--- src/design/tps_pkg.sv ---
// Shared types and constants for the trapezoidal pulse shaper.
// Used by every module of the block; depends on nothing else.
package tps_pkg;

  localparam int DELAY_DEPTH_DEF = 4096;
  localparam int SAMPLE_BITS_DEF = 16;
  localparam int Q_DEPTH         = 2;

  localparam int XW   = 17;   // corrected sample
  localparam int DW   = 18;   // first difference
  localparam int EW   = 19;   // second difference
  localparam int A1W  = 32;
  localparam int A2W  = 64;
  localparam int OUTW = 48;
  localparam int PKW  = 47;
  localparam int CFGW = 17;

  typedef enum logic [2:0] {
    REG_PEAKING      = 3'd0,
    REG_GAP          = 3'd1,
    REG_DECAY_FACTOR = 3'd2,
    REG_DECAY_GAIN   = 3'd3,
    REG_BASELINE     = 3'd4,
    REG_INVERT       = 3'd5
  } tps_reg_t;

  typedef struct packed {
    logic [11:0] peaking;
    logic [11:0] gap;
    logic [15:0] decay_factor;
    logic [16:0] decay_gain;
    logic [15:0] baseline;
    logic        invert;
  } tps_cfg_t;

  typedef struct packed {
    logic [A2W-1:0] a2;
    logic           first;
    logic           last;
  } tps_item_t;

  typedef enum logic [2:0] {
    F_IDLE, F_SHORT, F_LONG, F_MUL, F_ACC
  } tps_fstate_t;

  typedef enum logic [1:0] {
    B_IDLE, B_DIV, B_DONE
  } tps_bstate_t;

endpackage

--- src/design/tps_queue.sv ---
// Short queue of accumulated values between the front end and the divider.
// Depends on tps_pkg.
module tps_queue import tps_pkg::*; (
  input  logic      clk,
  input  logic      rst_n,
  input  logic      push,
  input  tps_item_t push_item,
  input  logic      pop,
  output tps_item_t pop_item,
  output logic      full,
  output logic      empty
);

  localparam int PW = (Q_DEPTH > 1) ? $clog2(Q_DEPTH) : 1;
  localparam int CW = $clog2(Q_DEPTH + 1);

  tps_item_t     mem [Q_DEPTH];
  logic [PW-1:0] wptr_r, rptr_r;
  logic [CW-1:0] count_r;

  assign full     = (count_r == CW'(Q_DEPTH));
  assign empty    = (count_r == '0);
  assign pop_item = mem[rptr_r];

  always_ff @(posedge clk) begin
    if (!rst_n) begin
      wptr_r  <= '0;
      rptr_r  <= '0;
      count_r <= '0;
    end else begin
      if (push) wptr_r <= (wptr_r == PW'(Q_DEPTH - 1)) ? '0 : wptr_r + PW'(1);
      if (pop)  rptr_r <= (rptr_r == PW'(Q_DEPTH - 1)) ? '0 : rptr_r + PW'(1);
      if (push && !pop) count_r <= count_r + CW'(1);
      else if (pop && !push) count_r <= count_r - CW'(1);
    end
  end

  always_ff @(posedge clk) begin
    if (push) mem[wptr_r] <= push_item;
  end

  a_no_overflow: assert property (@(posedge clk) disable iff (!rst_n) push |-> !full)
    else $error("queue written while full");
  a_no_underflow: assert property (@(posedge clk) disable iff (!rst_n) pop |-> !empty)
    else $error("queue read while empty");
  a_count_up: assert property (@(posedge clk) disable iff (!rst_n)
    (push && !pop) |=> count_r == $past(count_r) + CW'(1))
    else $error("queue count did not follow a lone write");

endmodule

--- config.mk ---
export PLATFORM = sky130hd
export DESIGN_NAME = tps_queue
export DESIGN_NICKNAME = d
export VERILOG_FILES = /design/src/design/tps_pkg.sv /design/src/design/tps_queue.sv
export SDC_FILE = /design/constraint.sdc
export NUM_CORES = 1
export LEC_CHECK = 0
export ABC_CLOCK_PERIOD_IN_PS = 5500
export BUFFER_PORTS_ARGS = -buffer_cell sky130_fd_sc_hd__buf_2
export CORE_ASPECT_RATIO = 0.5
export CORE_MARGIN = 1
export CORE_UTILIZATION = 50
export DETAILED_ROUTE_END_ITERATION = 16
export PLACE_DENSITY = 0.79
export SYNTH_ARGS = -nofsm -noshare
export SYNTH_HDL_FRONTEND = slang
export SYNTH_SLANG_ARGS = --single-unit
--- constraint.sdc ---
create_clock -name clk -period 5.5 [get_ports clk]
set_clock_uncertainty 0.15 [all_clocks]
set_input_delay 0.55 -clock clk [delete_from_list [all_inputs] [get_ports clk]]
set_output_delay 0.55 -clock clk [all_outputs]
set_load 0.02 [all_outputs]
**Word-level counts from Yosys, hierarchy flattened**

Memory sizes are Yosys's and may differ from the RTL's. A register that Yosys moved wholly into a read port is not among the register bits.
Index checks and enable logic that the tools add are counted.
W data, S select, Z words.

- $add $sub $neg: 4
- Eq/ne operators: 1
- Mux-type cells: 8
- Reductions and logical operators: 6

Operators by type and width:

| operator | number |
|---|---|
| $mux W1 | 6 |
| $mux W2 | 2 |
| $add A1 B1 Y1 const B | 2 |
| $add A2 B1 Y2 const B | 1 |
| $eq A2 B2 Y1 const B | 1 |
| $logic_and A1 B1 Y1 | 2 |
| $logic_not A1 Y1 | 2 |
| $logic_not A2 Y1 | 1 |
| $reduce_bool A2 Y1 | 1 |
| $sub A2 B1 Y2 const B | 1 |

- Bits in registers: 4
- Memory bits (writable): 132
- Input port bits: 70
- Output and inout bits: 68
- Logic and storage cells: 23
- Memories kept: 1

Memory list:

| name | depth | width | rd ports | clocked after memory_dff | wr ports | RTL line | source |
|---|---|---|---|---|---|---|---|
| mem | 2 | 66 | 1 | 1 | 1 | tps_queue.sv:17 | `tps_item_t mem [Q_DEPTH];` |

**Longest topological paths before layout**

- Depth in word-level cells: 4
- Gate-level depth with buffers: 5
- Depth with buffers taken out: 5

**Worst setup path after synthesis**

Ideal clock, no wire load.

- Path type: input-to-reg
- Start: in push
- End: mem mem[0][0] (netlist name) (enable)
- Setup time: 0.499 ns
- Data arrival time: 3.481 ns
- Data required time: 4.851 ns
- Setup slack: 1.370 ns
- Stages on the path: 1
- Path buffers: 0
- Cells stage by stage: nor2b_1

- Cells in the longest elaborated chain, start to end: 2

Ends and longest elaborated chain:

| item | RTL line | source |
|---|---|---|
| start: declaration | tps_queue.sv:6 | `input logic push,` |
| $mux W1 | tps_queue.sv:39 | `if (push) mem[wptr_r] <= push_item;` |
| $mux W1 (implied by the code) | tps_queue.sv:39 |  |
| end: declaration | tps_queue.sv:17 |  |

No other way between the ends.

==> impl_results.rst <==
.. list-table::
   :header-rows: 1

   * - Metric
     - Value
   * - Run status
     - finished clean
   * - Total area of sequential cells
     - between 0.004 and 0.005 sq mm
   * - Post-synth top flop
     - sky130_fd_sc_hd__edfxtp_1
   * - Max Cap Violations
     - 0
   * - Die width
     - 143 microns
   * - Category of the critical setup timing path
     - reg -> out
   * - Nets in the synthesized netlist
     - 298
   * - Number of buffers added to fix hold violations after cts
     - 0
   * - Effective utilization at floorplan
     - 52.1%
   * - Most common library cell in the layout ignoring fill and taps
     - sky130_fd_sc_hd__buf_2
   * - Filler instances
     - 656
   * - Arrival time at the worst endpoint
     - 1.96 ns
   * - Chip height
     - between 70 and 80 microns
   * - TritonCTS Sinks
     - 137
   * - Maximum operating frequency
     - 376 MHz
   * - Post-synth EDFFs
     - 132
   * - Clock network latency to the later pin of the worst-skew pair
     - 0.40 ns
   * - CP max-delay cell
     - sky130_fd_sc_hd__buf_4
   * - Die area
     - 0.0104 sq mm
   * - Area of combinational cells with multiple inputs
     - roughly 870 sq um
   * - # Post-CTS Setup Buffers
     - 0
   * - Vias in the first global route
     - ~2.7k
   * - Critical Path Sink Type
     - output port
   * - GP Congestion
     - about 0.75
   * - Netlist Area Pre-Place
     - 0.00499 sq mm
   * - Critical Path Start Type
     - flop
   * - Flip-flop and latch count after synthesis
     - approximately 140
   * - Number of failing hold endpoints at the final stage
     - 0
   * - Layout Nets
     - 450
   * - Setup total negative slack
     - 0 ns
   * - Number of input and output port buffers inserted
     - 137
   * - Setup slack, reg-to-reg
     - 3.36 ns
   * - Setup repair after global routing missed its margin
     - false
   * - Maximum count of clock buffers along a single path
     - 2
   * - Ys async rst share
     - 0%
   * - Antenna fix cells
     - 0
   * - Setup violation total in the final timing report
     - 0
   * - Initial DRC Count
     - 173
   * - Slew of the pin with the lowest slew margin
     - 0.889 ns
   * - Leakage power summed over all cells
     - between 2 and 2.5 nW
   * - Vias per cell
     - 4.95
   * - Worst stage delay on the critical path
     - 0.64 ns
   * - Cell-by-cell trace of the critical path
     - buf_4 > mux2_2 > buf_2
   * - CTS tree
     - yes
   * - Slew margin rel.
     - 40.7%
   * - DRC violations left
     - 0
   * - Pins Over Slew Limit
     - 0
   * - Count of warnings emitted by yosys
     - 0
   * - Synth Area per Inst
     - ~22 sq um
   * - Worst path bufs/invs
     - 2
   * - Worst Path Required
     - 4.80 ns
   * - DP HPWL
     - roughly 5600 microns
   * - Detailed-route wire length
     - 8780 microns
   * - Wire length of the first global-routing pass
     - 13000 microns
   * - Commonest non-fill, non-tap cells in the layout
     - sky130_fd_sc_hd__buf_2, sky130_fd_sc_hd__edfxtp_1, sky130_fd_sc_hd__mux2_2
   * - Reg clk slew, reported paths
     - ~0.060 ns
   * - First-pass iteration count of the detailed router
     - 4
   * - Area added between synthesis and finish
     - 29.1%
   * - Maximum fanout count along the critical path
     - 66
   * - Delay-heaviest family, CP
     - buffers and inverters
   * - Detail Route Antenna Nets
     - 0
   * - Count of different cell masters after synthesis
     - 18
   * - Core area
     - 0.00957 sq mm
   * - Antenna violations before repair
     - 0
   * - Sequential cell area fraction in the yosys report
     - 81.5%
   * - Top-level I/O count
     - 138
   * - Ratio of final minimum period to clock period
     - 48.4%
   * - H-Tree Depth
     - 4
   * - Placement Rows
     - 25
   * - Average routed wire per standard cell
     - 16.7 microns
   * - All-Layer GR Usage
     - 17.8%
   * - Total CTS buffers
     - 17
   * - Synthesized netlist cell count
     - between 200 and 250
   * - Type of the tightest min-delay check
     - in -> reg
   * - Final critical path time including I/O delays and setup
     - 2.66 ns
   * - Grt total ovfl
     - 0
   * - Power after layout
     - 2.67 mW
   * - Maximum number of pins on one net before global-route repair
     - between 60 and 70
   * - Power Dens Cells
     - 414 mW/mm^2
   * - Clk Tree Root Cell
     - sky130_fd_sc_hd__clkbuf_16
   * - Fraction of final layout cells with drive strength greater than 1
     - 61.7%
   * - VDD IR-drop max
     - 259 uV
   * - Total of cells resized after clock tree synthesis
     - 0
   * - Detailed-route via count
     - ~2.6k
[metal layers]
| layer | vias to the layer above | part of all wire, % | global-route usage (%) |
|---|---|---|---|
| met5 | - | 0 | 0 |
| met4 | 0 | 2.3 | 8.63 |
| met3 | 19 | 4.9 | 7.41 |
| met2 | 70 | 56 | 32.8 |
| met1 | 1320 | 37 | 17.7 |
| li1 | 1200 | - | - |
[final timing paths]
| check | from | end | depth (start not counted) |
|---|---|---|---|
| max reg2reg | wptr_r | mem[0][3] | 2 |
| min | push_item[19] | mem[0][19] | 1 |
| max | flop | pop_item[0] | 3 |
| min reg2reg | count_r[1] | count_r[1] | 2 |
[worst register-to-register path, delay by kind of cell, from the launching register on]
family	cells	cell delay [ns]
flip-flops	1	0.34
buffers and inverters	1	0.60
AND/OR/NAND/NOR	1	0.66
[cells in the mapped netlist, types with 2 or more instances]
library cell,count,share of area [%]
sky130_fd_sc_hd__xor2_1,2,0.35
sky130_fd_sc_hd__mux2_2,66,15
sky130_fd_sc_hd__buf_2,2,0.20
sky130_fd_sc_hd__edfxtp_1,132,79
sky130_fd_sc_hd__nor2b_1,2,0.25
sky130_fd_sc_hd__dfxtp_1,5,2.0
sky130_fd_sc_hd__buf_6,4,0.90
sky130_fd_sc_hd__and2_1,4,0.50
[power by group]
group	switching, mW	internal [mW]	leakage, nW	total (mW)
registers	0.0146	1.21	1.28	1.22
clock network	0.416	0.759	0.296	1.18
logic	0.159	0.111	0.865	0.270
total	0.590	2.08	2.44	2.67
[stage by stage]
step / std cells / utilization (%) / hold slack [ns] / setup slack (ns) / instance area [sq um]
after detailed placement: 495 / 60.7 / 0.381 / 2.94 / 5810
after floorplan: 227 / - / 0.316 / 1.37 / 4990
after global routing: 527 / 67.3 / 0.154 / 2.72 / 6440
after global placement: 495 / 60.7 / 0.326 / 3.07 / 5810
final: 527 / 67.3 / 0.179 / 2.84 / 6440
after CTS: 527 / 67.3 / 0.163 / 2.79 / 6440
[cells by family (layout without fill, tap and decap cells)]
| group | Yosys count | after routing | share of synthesized area, % |
|---|---|---|---|
| multiplexers | 66 | 66 | 14.9 |
| flip-flops | 137 | 137 | 81.5 |
| XOR/XNOR | 3 | 3 | 0.527 |
| adder cells (fa/ha/maj) | 1 | 1 | 0.251 |
| buffers and inverters | 8 | 173 | 1.33 |
| AND/OR/NAND/NOR | 9 | 9 | 1.13 |
| AO/OA/AOI/OAI | 3 | 3 | 0.401 |
[state kept, by name, summed over array words and instances, names as in the netlist, named ones only]
name	cells
count_r	2
mem	132
rptr_r	1
wptr_r	1
[area by class of cell]
class	instances	area share [%]
inverters	1	0.0583
clock buffers	17	6.61
flip-flops and latches	137	63.1
repair buffers	140	11.0
multi-input cells	82	13.5
clock inverters	15	3.11
well taps	135	2.62
Power figures use the tool's default switching activity.
