--- src/design/tps_pkg.sv ---
// Shared types and constants for the trapezoidal pulse shaper.
// Used by every module of the block; depends on nothing else.
package tps_pkg;

  localparam int DELAY_DEPTH_DEF = 4096;
  localparam int SAMPLE_BITS_DEF = 16;
  localparam int Q_DEPTH         = 2;

  localparam int XW   = 17;   // corrected sample
  localparam int DW   = 18;   // first difference
  localparam int EW   = 19;   // second difference
  localparam int A1W  = 32;
  localparam int A2W  = 64;
  localparam int OUTW = 48;
  localparam int PKW  = 47;
  localparam int CFGW = 17;

  typedef enum logic [2:0] {
    REG_PEAKING      = 3'd0,
    REG_GAP          = 3'd1,
    REG_DECAY_FACTOR = 3'd2,
    REG_DECAY_GAIN   = 3'd3,
    REG_BASELINE     = 3'd4,
    REG_INVERT       = 3'd5
  } tps_reg_t;

  typedef struct packed {
    logic [11:0] peaking;
    logic [11:0] gap;
    logic [15:0] decay_factor;
    logic [16:0] decay_gain;
    logic [15:0] baseline;
    logic        invert;
  } tps_cfg_t;

  typedef struct packed {
    logic [A2W-1:0] a2;
    logic           first;
    logic           last;
  } tps_item_t;

  typedef enum logic [2:0] {
    F_IDLE, F_SHORT, F_LONG, F_MUL, F_ACC
  } tps_fstate_t;

  typedef enum logic [1:0] {
    B_IDLE, B_DIV, B_DONE
  } tps_bstate_t;

endpackage

--- src/design/tps_back.sv ---
// Back end: bit-serial division of the second accumulator by peaking * 256,
// saturation, running peak and the output register. Depends on tps_pkg.
module tps_back import tps_pkg::*; (
  input  logic             clk,
  input  logic             rst_n,
  input  logic [11:0]      peaking,
  input  logic             q_empty,
  output logic             pop,
  input  tps_item_t        item,
  output logic             out_valid,
  input  logic             out_ready,
  output logic [OUTW-1:0]  out_shaped,
  output logic [PKW-1:0]   out_peak,
  output logic             out_last
);

  localparam logic [A2W-1:0] POS_MAX = 64'h0000_7FFF_FFFF_FFFF;
  localparam logic [A2W-1:0] NEG_MAX = 64'h0000_8000_0000_0000;

  tps_bstate_t state_r, state_nxt;

  logic [A2W-1:0]  dq_r;
  logic [19:0]     rem_r;
  logic [5:0]      cnt_r;
  logic            neg_r, first_r, last_r;
  logic [PKW-1:0]  peak_r;
  logic            out_valid_r;
  logic [OUTW-1:0] shaped_r;
  logic            last_out_r;

  logic [11:0]     peff;
  logic [19:0]     divisor;
  logic [20:0]     rem_sh;
  logic            ge;
  logic            load;
  logic [A2W-1:0]  qneg, qpos;
  logic [PKW-1:0]  peak_base, peak_new;
  logic [OUTW-1:0] shaped_new;

  assign peff    = (peaking == 12'd0) ? 12'd1 : peaking;
  assign divisor = {peff, 8'h00};
  assign rem_sh  = {rem_r, dq_r[A2W-1]};
  assign ge      = rem_sh >= {1'b0, divisor};
  assign load    = (state_r == B_DONE) && (!out_valid_r || out_ready);

  assign qneg       = (dq_r > NEG_MAX) ? NEG_MAX : dq_r;
  assign qpos       = (dq_r > POS_MAX) ? POS_MAX : dq_r;
  assign peak_base  = first_r ? '0 : peak_r;
  assign shaped_new = neg_r ? OUTW'(48'd0 - qneg[OUTW-1:0]) : qpos[OUTW-1:0];
  assign peak_new   = (!neg_r && (qpos[PKW-1:0] > peak_base)) ? qpos[PKW-1:0] : peak_base;

  always_comb begin
    state_nxt = state_r;
    pop = 1'b0;
    case (state_r)
      B_IDLE: begin
        if (!q_empty) begin
          pop = 1'b1;
          state_nxt = B_DIV;
        end
      end
      B_DIV:  if (cnt_r == 6'd63) state_nxt = B_DONE;
      B_DONE: if (load) state_nxt = B_IDLE;
      default: state_nxt = B_IDLE;
    endcase
  end

  always_ff @(posedge clk) begin
    if (!rst_n) begin
      state_r     <= B_IDLE;
      out_valid_r <= 1'b0;
      peak_r      <= '0;
    end else begin
      state_r <= state_nxt;
      if (load) begin
        out_valid_r <= 1'b1;
        peak_r      <= peak_new;
      end else if (out_ready) begin
        out_valid_r <= 1'b0;
      end
    end
  end

  // Restoring division, one quotient bit per cycle; the dividend shifts out
  // of the top of dq_r while quotient bits shift in at the bottom.
  always_ff @(posedge clk) begin
    case (state_r)
      B_IDLE: begin
        if (pop) begin
          neg_r   <= item.a2[A2W-1];
          dq_r    <= item.a2[A2W-1] ? 64'd0 - item.a2 : item.a2;
          rem_r   <= '0;
          cnt_r   <= '0;
          first_r <= item.first;
          last_r  <= item.last;
        end
      end
      B_DIV: begin
        rem_r <= ge ? 20'(rem_sh - {1'b0, divisor}) : rem_sh[19:0];
        dq_r  <= {dq_r[A2W-2:0], ge};
        cnt_r <= cnt_r + 6'd1;
      end
      default: ;
    endcase
    if (load) begin
      shaped_r   <= shaped_new;
      last_out_r <= last_r;
    end
  end

  assign out_valid  = out_valid_r;
  assign out_shaped = shaped_r;
  assign out_peak   = peak_r;
  assign out_last   = last_out_r;

endmodule

--- config.mk ---
export PLATFORM = sky130hd
export DESIGN_NAME = tps_back
export DESIGN_NICKNAME = d
export VERILOG_FILES = /design/src/design/tps_pkg.sv /design/src/design/tps_back.sv
export SDC_FILE = /design/constraint.sdc
export NUM_CORES = 1
export LEC_CHECK = 0
export BUFFER_PORTS_ARGS = -buffer_cell sky130_fd_sc_hd__clkbuf_2
export CORE_MARGIN = 3
export CORE_UTILIZATION = 50
export DETAILED_ROUTE_END_ITERATION = 12
export PLACE_DENSITY = 0.73
export REMOVE_ABC_BUFFERS = 1
export SETUP_SLACK_MARGIN = 0.5
export SKIP_CTS_REPAIR_TIMING = 1
export SYNTH_ARGS = -nofsm -noshare
export SYNTH_HDL_FRONTEND = slang
export SYNTH_SLANG_ARGS = --single-unit
--- constraint.sdc ---
create_clock -name clk -period 8.8 [get_ports clk]
set_input_delay 1.76 -clock clk [delete_from_list [all_inputs] [get_ports clk]]
set_output_delay 1.76 -clock clk [all_outputs]
set_load 0.02 [all_outputs]
======== Word level (Yosys, flattened, before mapping) ========
Cells that the tools add are included.
W data, S select, Z words.
word-level totals
  register bits after elaboration ......... 192
  input port bits ......................... 82
  output and inout port bits .............. 98
operators by class
  $add $sub $neg .......................... 4
  order comparisons ....................... 4
  equal/unequal tests ..................... 7
  muxes and demuxes ....................... 22
  reduce and logical (&&, ||, !) cells .... 12
operators with widths
  kind                     number
  $mux W48                 3
  $mux W64                 2
  $pmux W64 S2             1
  $mux W47                 2
  $gt A64 B47 Y1 const B   1
  $gt A64 B48 Y1 const B   1
  $sub A1 B64 Y64 const A  1
  $sub A1 B48 Y48 const A  1
  $gt A47 B47 Y1           1
  $mux W20                 2
  $pmux W20 S2             1
  $ge A21 B20 Y1           1
  $sub A20 B20 Y20         1
  $logic_not A12 Y1        1
  $mux W12                 1
  $pmux W6 S2              1
  $ne A2 B2 Y1 const B     4
  $add A6 B1 Y6 const B    1
  $eq A6 B6 Y1 const B     1
  $mux W2                  3
  $mux W6                  1
  $pmux W2 S3              1
  $mux W1                  4
  $reduce_and A2 Y1        2
  other kinds (8)          11

======== Logic depth before layout (Yosys ltp) ========
  depth after elaboration ................. 5
  mapped depth ............................ 16
  mapped depth without buffers ............ 13

======== Least setup slack after synthesis ========
No wires, ideal clock.
  kind .................................... input port to flip-flop
  start ................................... input port q_empty
  end ..................................... register cnt_r[0], enable pin
  setup time .............................. 568 ps
  arrival ................................. 6131 ps
  slack ................................... 2101 ps
  stages .................................. 1
  buffers on the path ..................... 0
  cell sequence ........................... a21oi_1
on the way
  word-level cells in the longest chain between the ends .. 4
ends and longest elaborated chain
  element                             line             text
  start, declared                     tps_back.sv:7    input logic q_empty,
  $mux W1                             tps_back.sv:57   if (!q_empty) begin
  $mux W1                             tps_back.sv:55   case (state_r)
  $ne A2 B2 Y1 (no source line)       --
  $reduce_and A2 Y1 (no source line)  --
  end signal, assigned                tps_back.sv:101  cnt_r <= cnt_r + 6'd1;
  end, declared                       tps_back.sv:24   logic [5:0] cnt_r;
Every way passes these cells.
A chain may end at the register's enable or synchronous reset.

======== Final worst setup path ========
  start ................................... register dq_r[50]
  end ..................................... register peak_r[0] (netlist: out_peak[0])
on the way
  word-level cells in the longest chain between the ends .. 5
ends and longest elaborated chain
  element                 line             text
  start, declared         tps_back.sv:22   logic [A2W-1:0] dq_r;
  start signal, assigned  tps_back.sv:91   dq_r <= item.a2[A2W-1] ? 64'd0 - item.a2 : item.a2;
  start signal, assigned  tps_back.sv:100  dq_r <= {dq_r[A2W-2:0], ge};
  $gt A64 B47 Y1 (*)      tps_back.sv:47   assign qpos = (dq_r > POS_MAX) ? POS_MAX : dq_r;
  $mux W48 (*)            tps_back.sv:47
  $gt A47 B47 Y1          tps_back.sv:50   assign peak_new = (!neg_r && (qpos[PKW-1:0] > peak_base)) ? qpos[PKW-1:0] : peak_base;
  $logic_and A1 B1 Y1     tps_back.sv:50
  $mux W47 (*)            tps_back.sv:50
  end signal, assigned    tps_back.sv:77   peak_r <= peak_new;
  end, declared           tps_back.sv:26   logic [PKW-1:0] peak_r;
Every way passes the cells marked *; elsewhere a longest branch is shown, timed or not.

==> results.yml <==
route:
  postRouteAntennaNets: 0
  drc: 0
  vias: 12713
  wl_per_cell_um: 19.5
  vias_per_cell: 6.39
  drt_iter0_drc: 1584
  finalWirelength_um: 38900
  firstDrtPassIters: 6
placed_design:
  place_ws_ns: 3.84
  dp.cells: 1957
  hpwl_um: 27500
  gp_congestion: 0.907
  portBuffers: 179
setup_path:
  slowest_stage: "o21ai_2"
  endpoint_kind: "flip-flop"
  max_stage_delay_ns: 0.68
  critical_path_class: "reg2reg"
  cp.arrival_ns: 5.37
  critical_path_required_ns: 9.13
  critPathMaxFanout: 48
  start_kind: "flip-flop"
  path_cells: "nor4_1 -> nand4_1 -> buf_4 -> or2_2 -> nor2_1 -> inv_1 -> ha_1 -> and4_1 -> nor4bb_1 -> nand3_1 -> o21ai_2 -> buf_4 -> nor3_1 -> a32oi_1 -> nand3_1"
power:
  totalPowerFinal_mw: 2.21
  intPower_mw: 1.57
  switchingPower_mw: 0.643
  p_leak_nw: 5.78
  seqPwrFrac_pct: 50.9
  pwr-share-clk_pct: 34.5
  ir_drop_mv: 0.112
  power_switching_share_pct: 29.1
  power_density_nw_per_um2: 146
  p_comb_share_pct: 14.6
logic_synthesis:
  yosysTopAreaCell: "edfxtp_1"
  synth_top_area_share_pct: 31.2
  netlist_instances: 1550
  seq_area_frac_synth_pct: 38.6
  synth_edf_count: 142
  yosysWarningCount: 0
  synth_area_um2: 13700
  async_reset_ff_share_pct: 0
  yosysMostFrequentCell: "nand2_1"
  synth.avg_cell_area_um2: 8.81
  synth_commonest_cells: "nand2_1 (179), edfxtp_1 (142), clkbuf_1 (103)"
  synth_ff_type: "edfxtp_1"
  synthTopCellsByArea: "edfxtp_1 (31%), dfxtp_1 (7.3%), ha_1 (5.7%)"
  ys_types: 82
  synth_seq_cells: 192
clocking:
  cts-root-buf: "clkbuf_16"
  cts.sink_count: 192
  htree_levels: 4
  cts_tree: "built"
  cts_buffers: 17
  clockBufferDepth: 2
  clk_pin_slew_ns: 0.08
  clk_latency_ns: 0.44
timing:
  finalSetupTns_ns: 0
  period_share_pct: 57.3
  finalMaxSlewViolations: 0
  period_needed_ns: 5.04
  setup_violations: 0
  rsz0062_at_grt: "false"
  worst_clock_skew_ns: 0.0136
  whs_ns: 0.421
  hold_violations: 0
  worst_pin_slew_ns: 1.12
  slew_headroom_pct: 25.6
  setup_ws_ns: 3.76
  fmax_ghz: 0.198
min_path:
  hold_class: "reg2reg"
die:
  core_um2: 26400
  row_count: 59
  ios: 180
  fp.dieH_um: 171
  die_x_um: 171
  die-area_um2: 29300
  start_util_pct: 51.7
cells_and_area:
  area_growth_pct: 11.1
  fill_cells: 2373
  drive_gt1_share_pct: 15.8
  instances_no_fill: 1989
  antenna_cells: 0
  fin_nets: 1786
global_route:
  gr-total-overflow: 0
  grt_pass1_vias: 11667
  grt_max_degree: 121
  track_usage_pct: 25.8
  grt_pass1_wl_um: 61000
  grt_antenna_before_repair: 1
run_status:
  status: "complete, no violations"
flow_run:
  drv_cap: 0
worst max-delay path, delay by kind of cell (launching register included):
kind                       cells  cell delay, ns
DFF                            1            0.39
adders and majority gates      1            0.32
AOI/OAI and AO/OA              2            0.86
buffers and inverters          3            0.87
and+or+nand+nor                9            2.48
routing by layer:
layer	share of wire (%)	track usage (%)
met4	2.2	7.28
met3	8.3	5.63
met1	44	36.0
met5	0.046	0
met2	46	40.7
area by class of cell:
class	instances	area [um^2]	area share [%]
clock inverter	15	136	0.899
clock buffer	17	425	2.81
multi-input combinational	1208	7790	51.4
timing repair buffer	197	1030	6.80
sequential	192	5270	34.7
tap	335	419	2.76
inverter	25	93.8	0.619
final timing paths:
| check | start | end | slack, ns | cells past startpoint |
|---|---|---|---|---|
| min | last_r$_DFFE_PP_ | out_last$_DFFE_PP_ | 0.42 | 0 |
| max reg2reg | dq_r[50]$_DFFE_PP_ | out_peak[0]$_SDFFE_PN0P_ | 3.76 | 15 |
| min reg2reg | last_r$_DFFE_PP_ | out_last$_DFFE_PP_ | 0.42 | 0 |
| max | dq_r[50]$_DFFE_PP_ | out_peak[0]$_SDFFE_PN0P_ | 3.76 | 15 |
sequential cells by signal, summed over array words and instances (netlist names):
name        flops
dq_r           64
out_shaped     48
out_peak       47
rem_r          20
cnt_r           6
state_r         2
first_r         1
last_r          1
neg_r           1
out_last        1
out_valid       1
power groups by stage:
stage,Sequential (mW),Clock [mW],Combinational [mW]
floorplan,1.12,0,0.217
global placement,1.14,0,0.314
detailed placement,1.14,0,0.321
CTS,1.12,0.771,0.322
global route,1.14,0.809,0.361
finish,1.13,0.762,0.323
cells by family after synthesis:
group	synth area share, %
AO/OA/AOI/OAI	18.0
XOR/XNOR	5.13
adder cells (fa/ha/maj)	5.83
buffers and inverters	4.94
flip-flops	38.6
multiplexers	0.742
AND/OR/NAND/NOR	26.7
cells in the final DEF, fill, tap and decap left out, drive strengths merged, types with 4 or more instances in the layout:
master / count
and3: 47
ha: 62
dfxtp: 50
nand3: 74
a21boi: 4
or3: 65
a32oi: 47
or4: 12
nand4b: 5
clkbuf: 196
xnor2: 14
and2: 13
o311ai: 16
a31oi: 9
o211ai: 4
buf: 18
nand2: 181
inv: 29
nor2b: 6
nor2: 85
o22a: 6
a211oi: 6
edfxtp: 142
clkinv: 9
o31ai: 28
o41ai: 12
a21o: 8
and4: 5
mux2i: 9
nor3: 43
xor2: 66
a22oi: 11
nor4: 22
o21ai: 122
a21oi: 68
nand2b: 54
nand4: 60
through the flow:
step	cell area, um^2	utilization [%]
finish	15200	57.4
global route	15200	57.4
CTS	15200	57.4
detailed placement	14600	55.2
global placement	14600	55.2
floorplan	13100	-
Power figures use the tool's default switching activity.
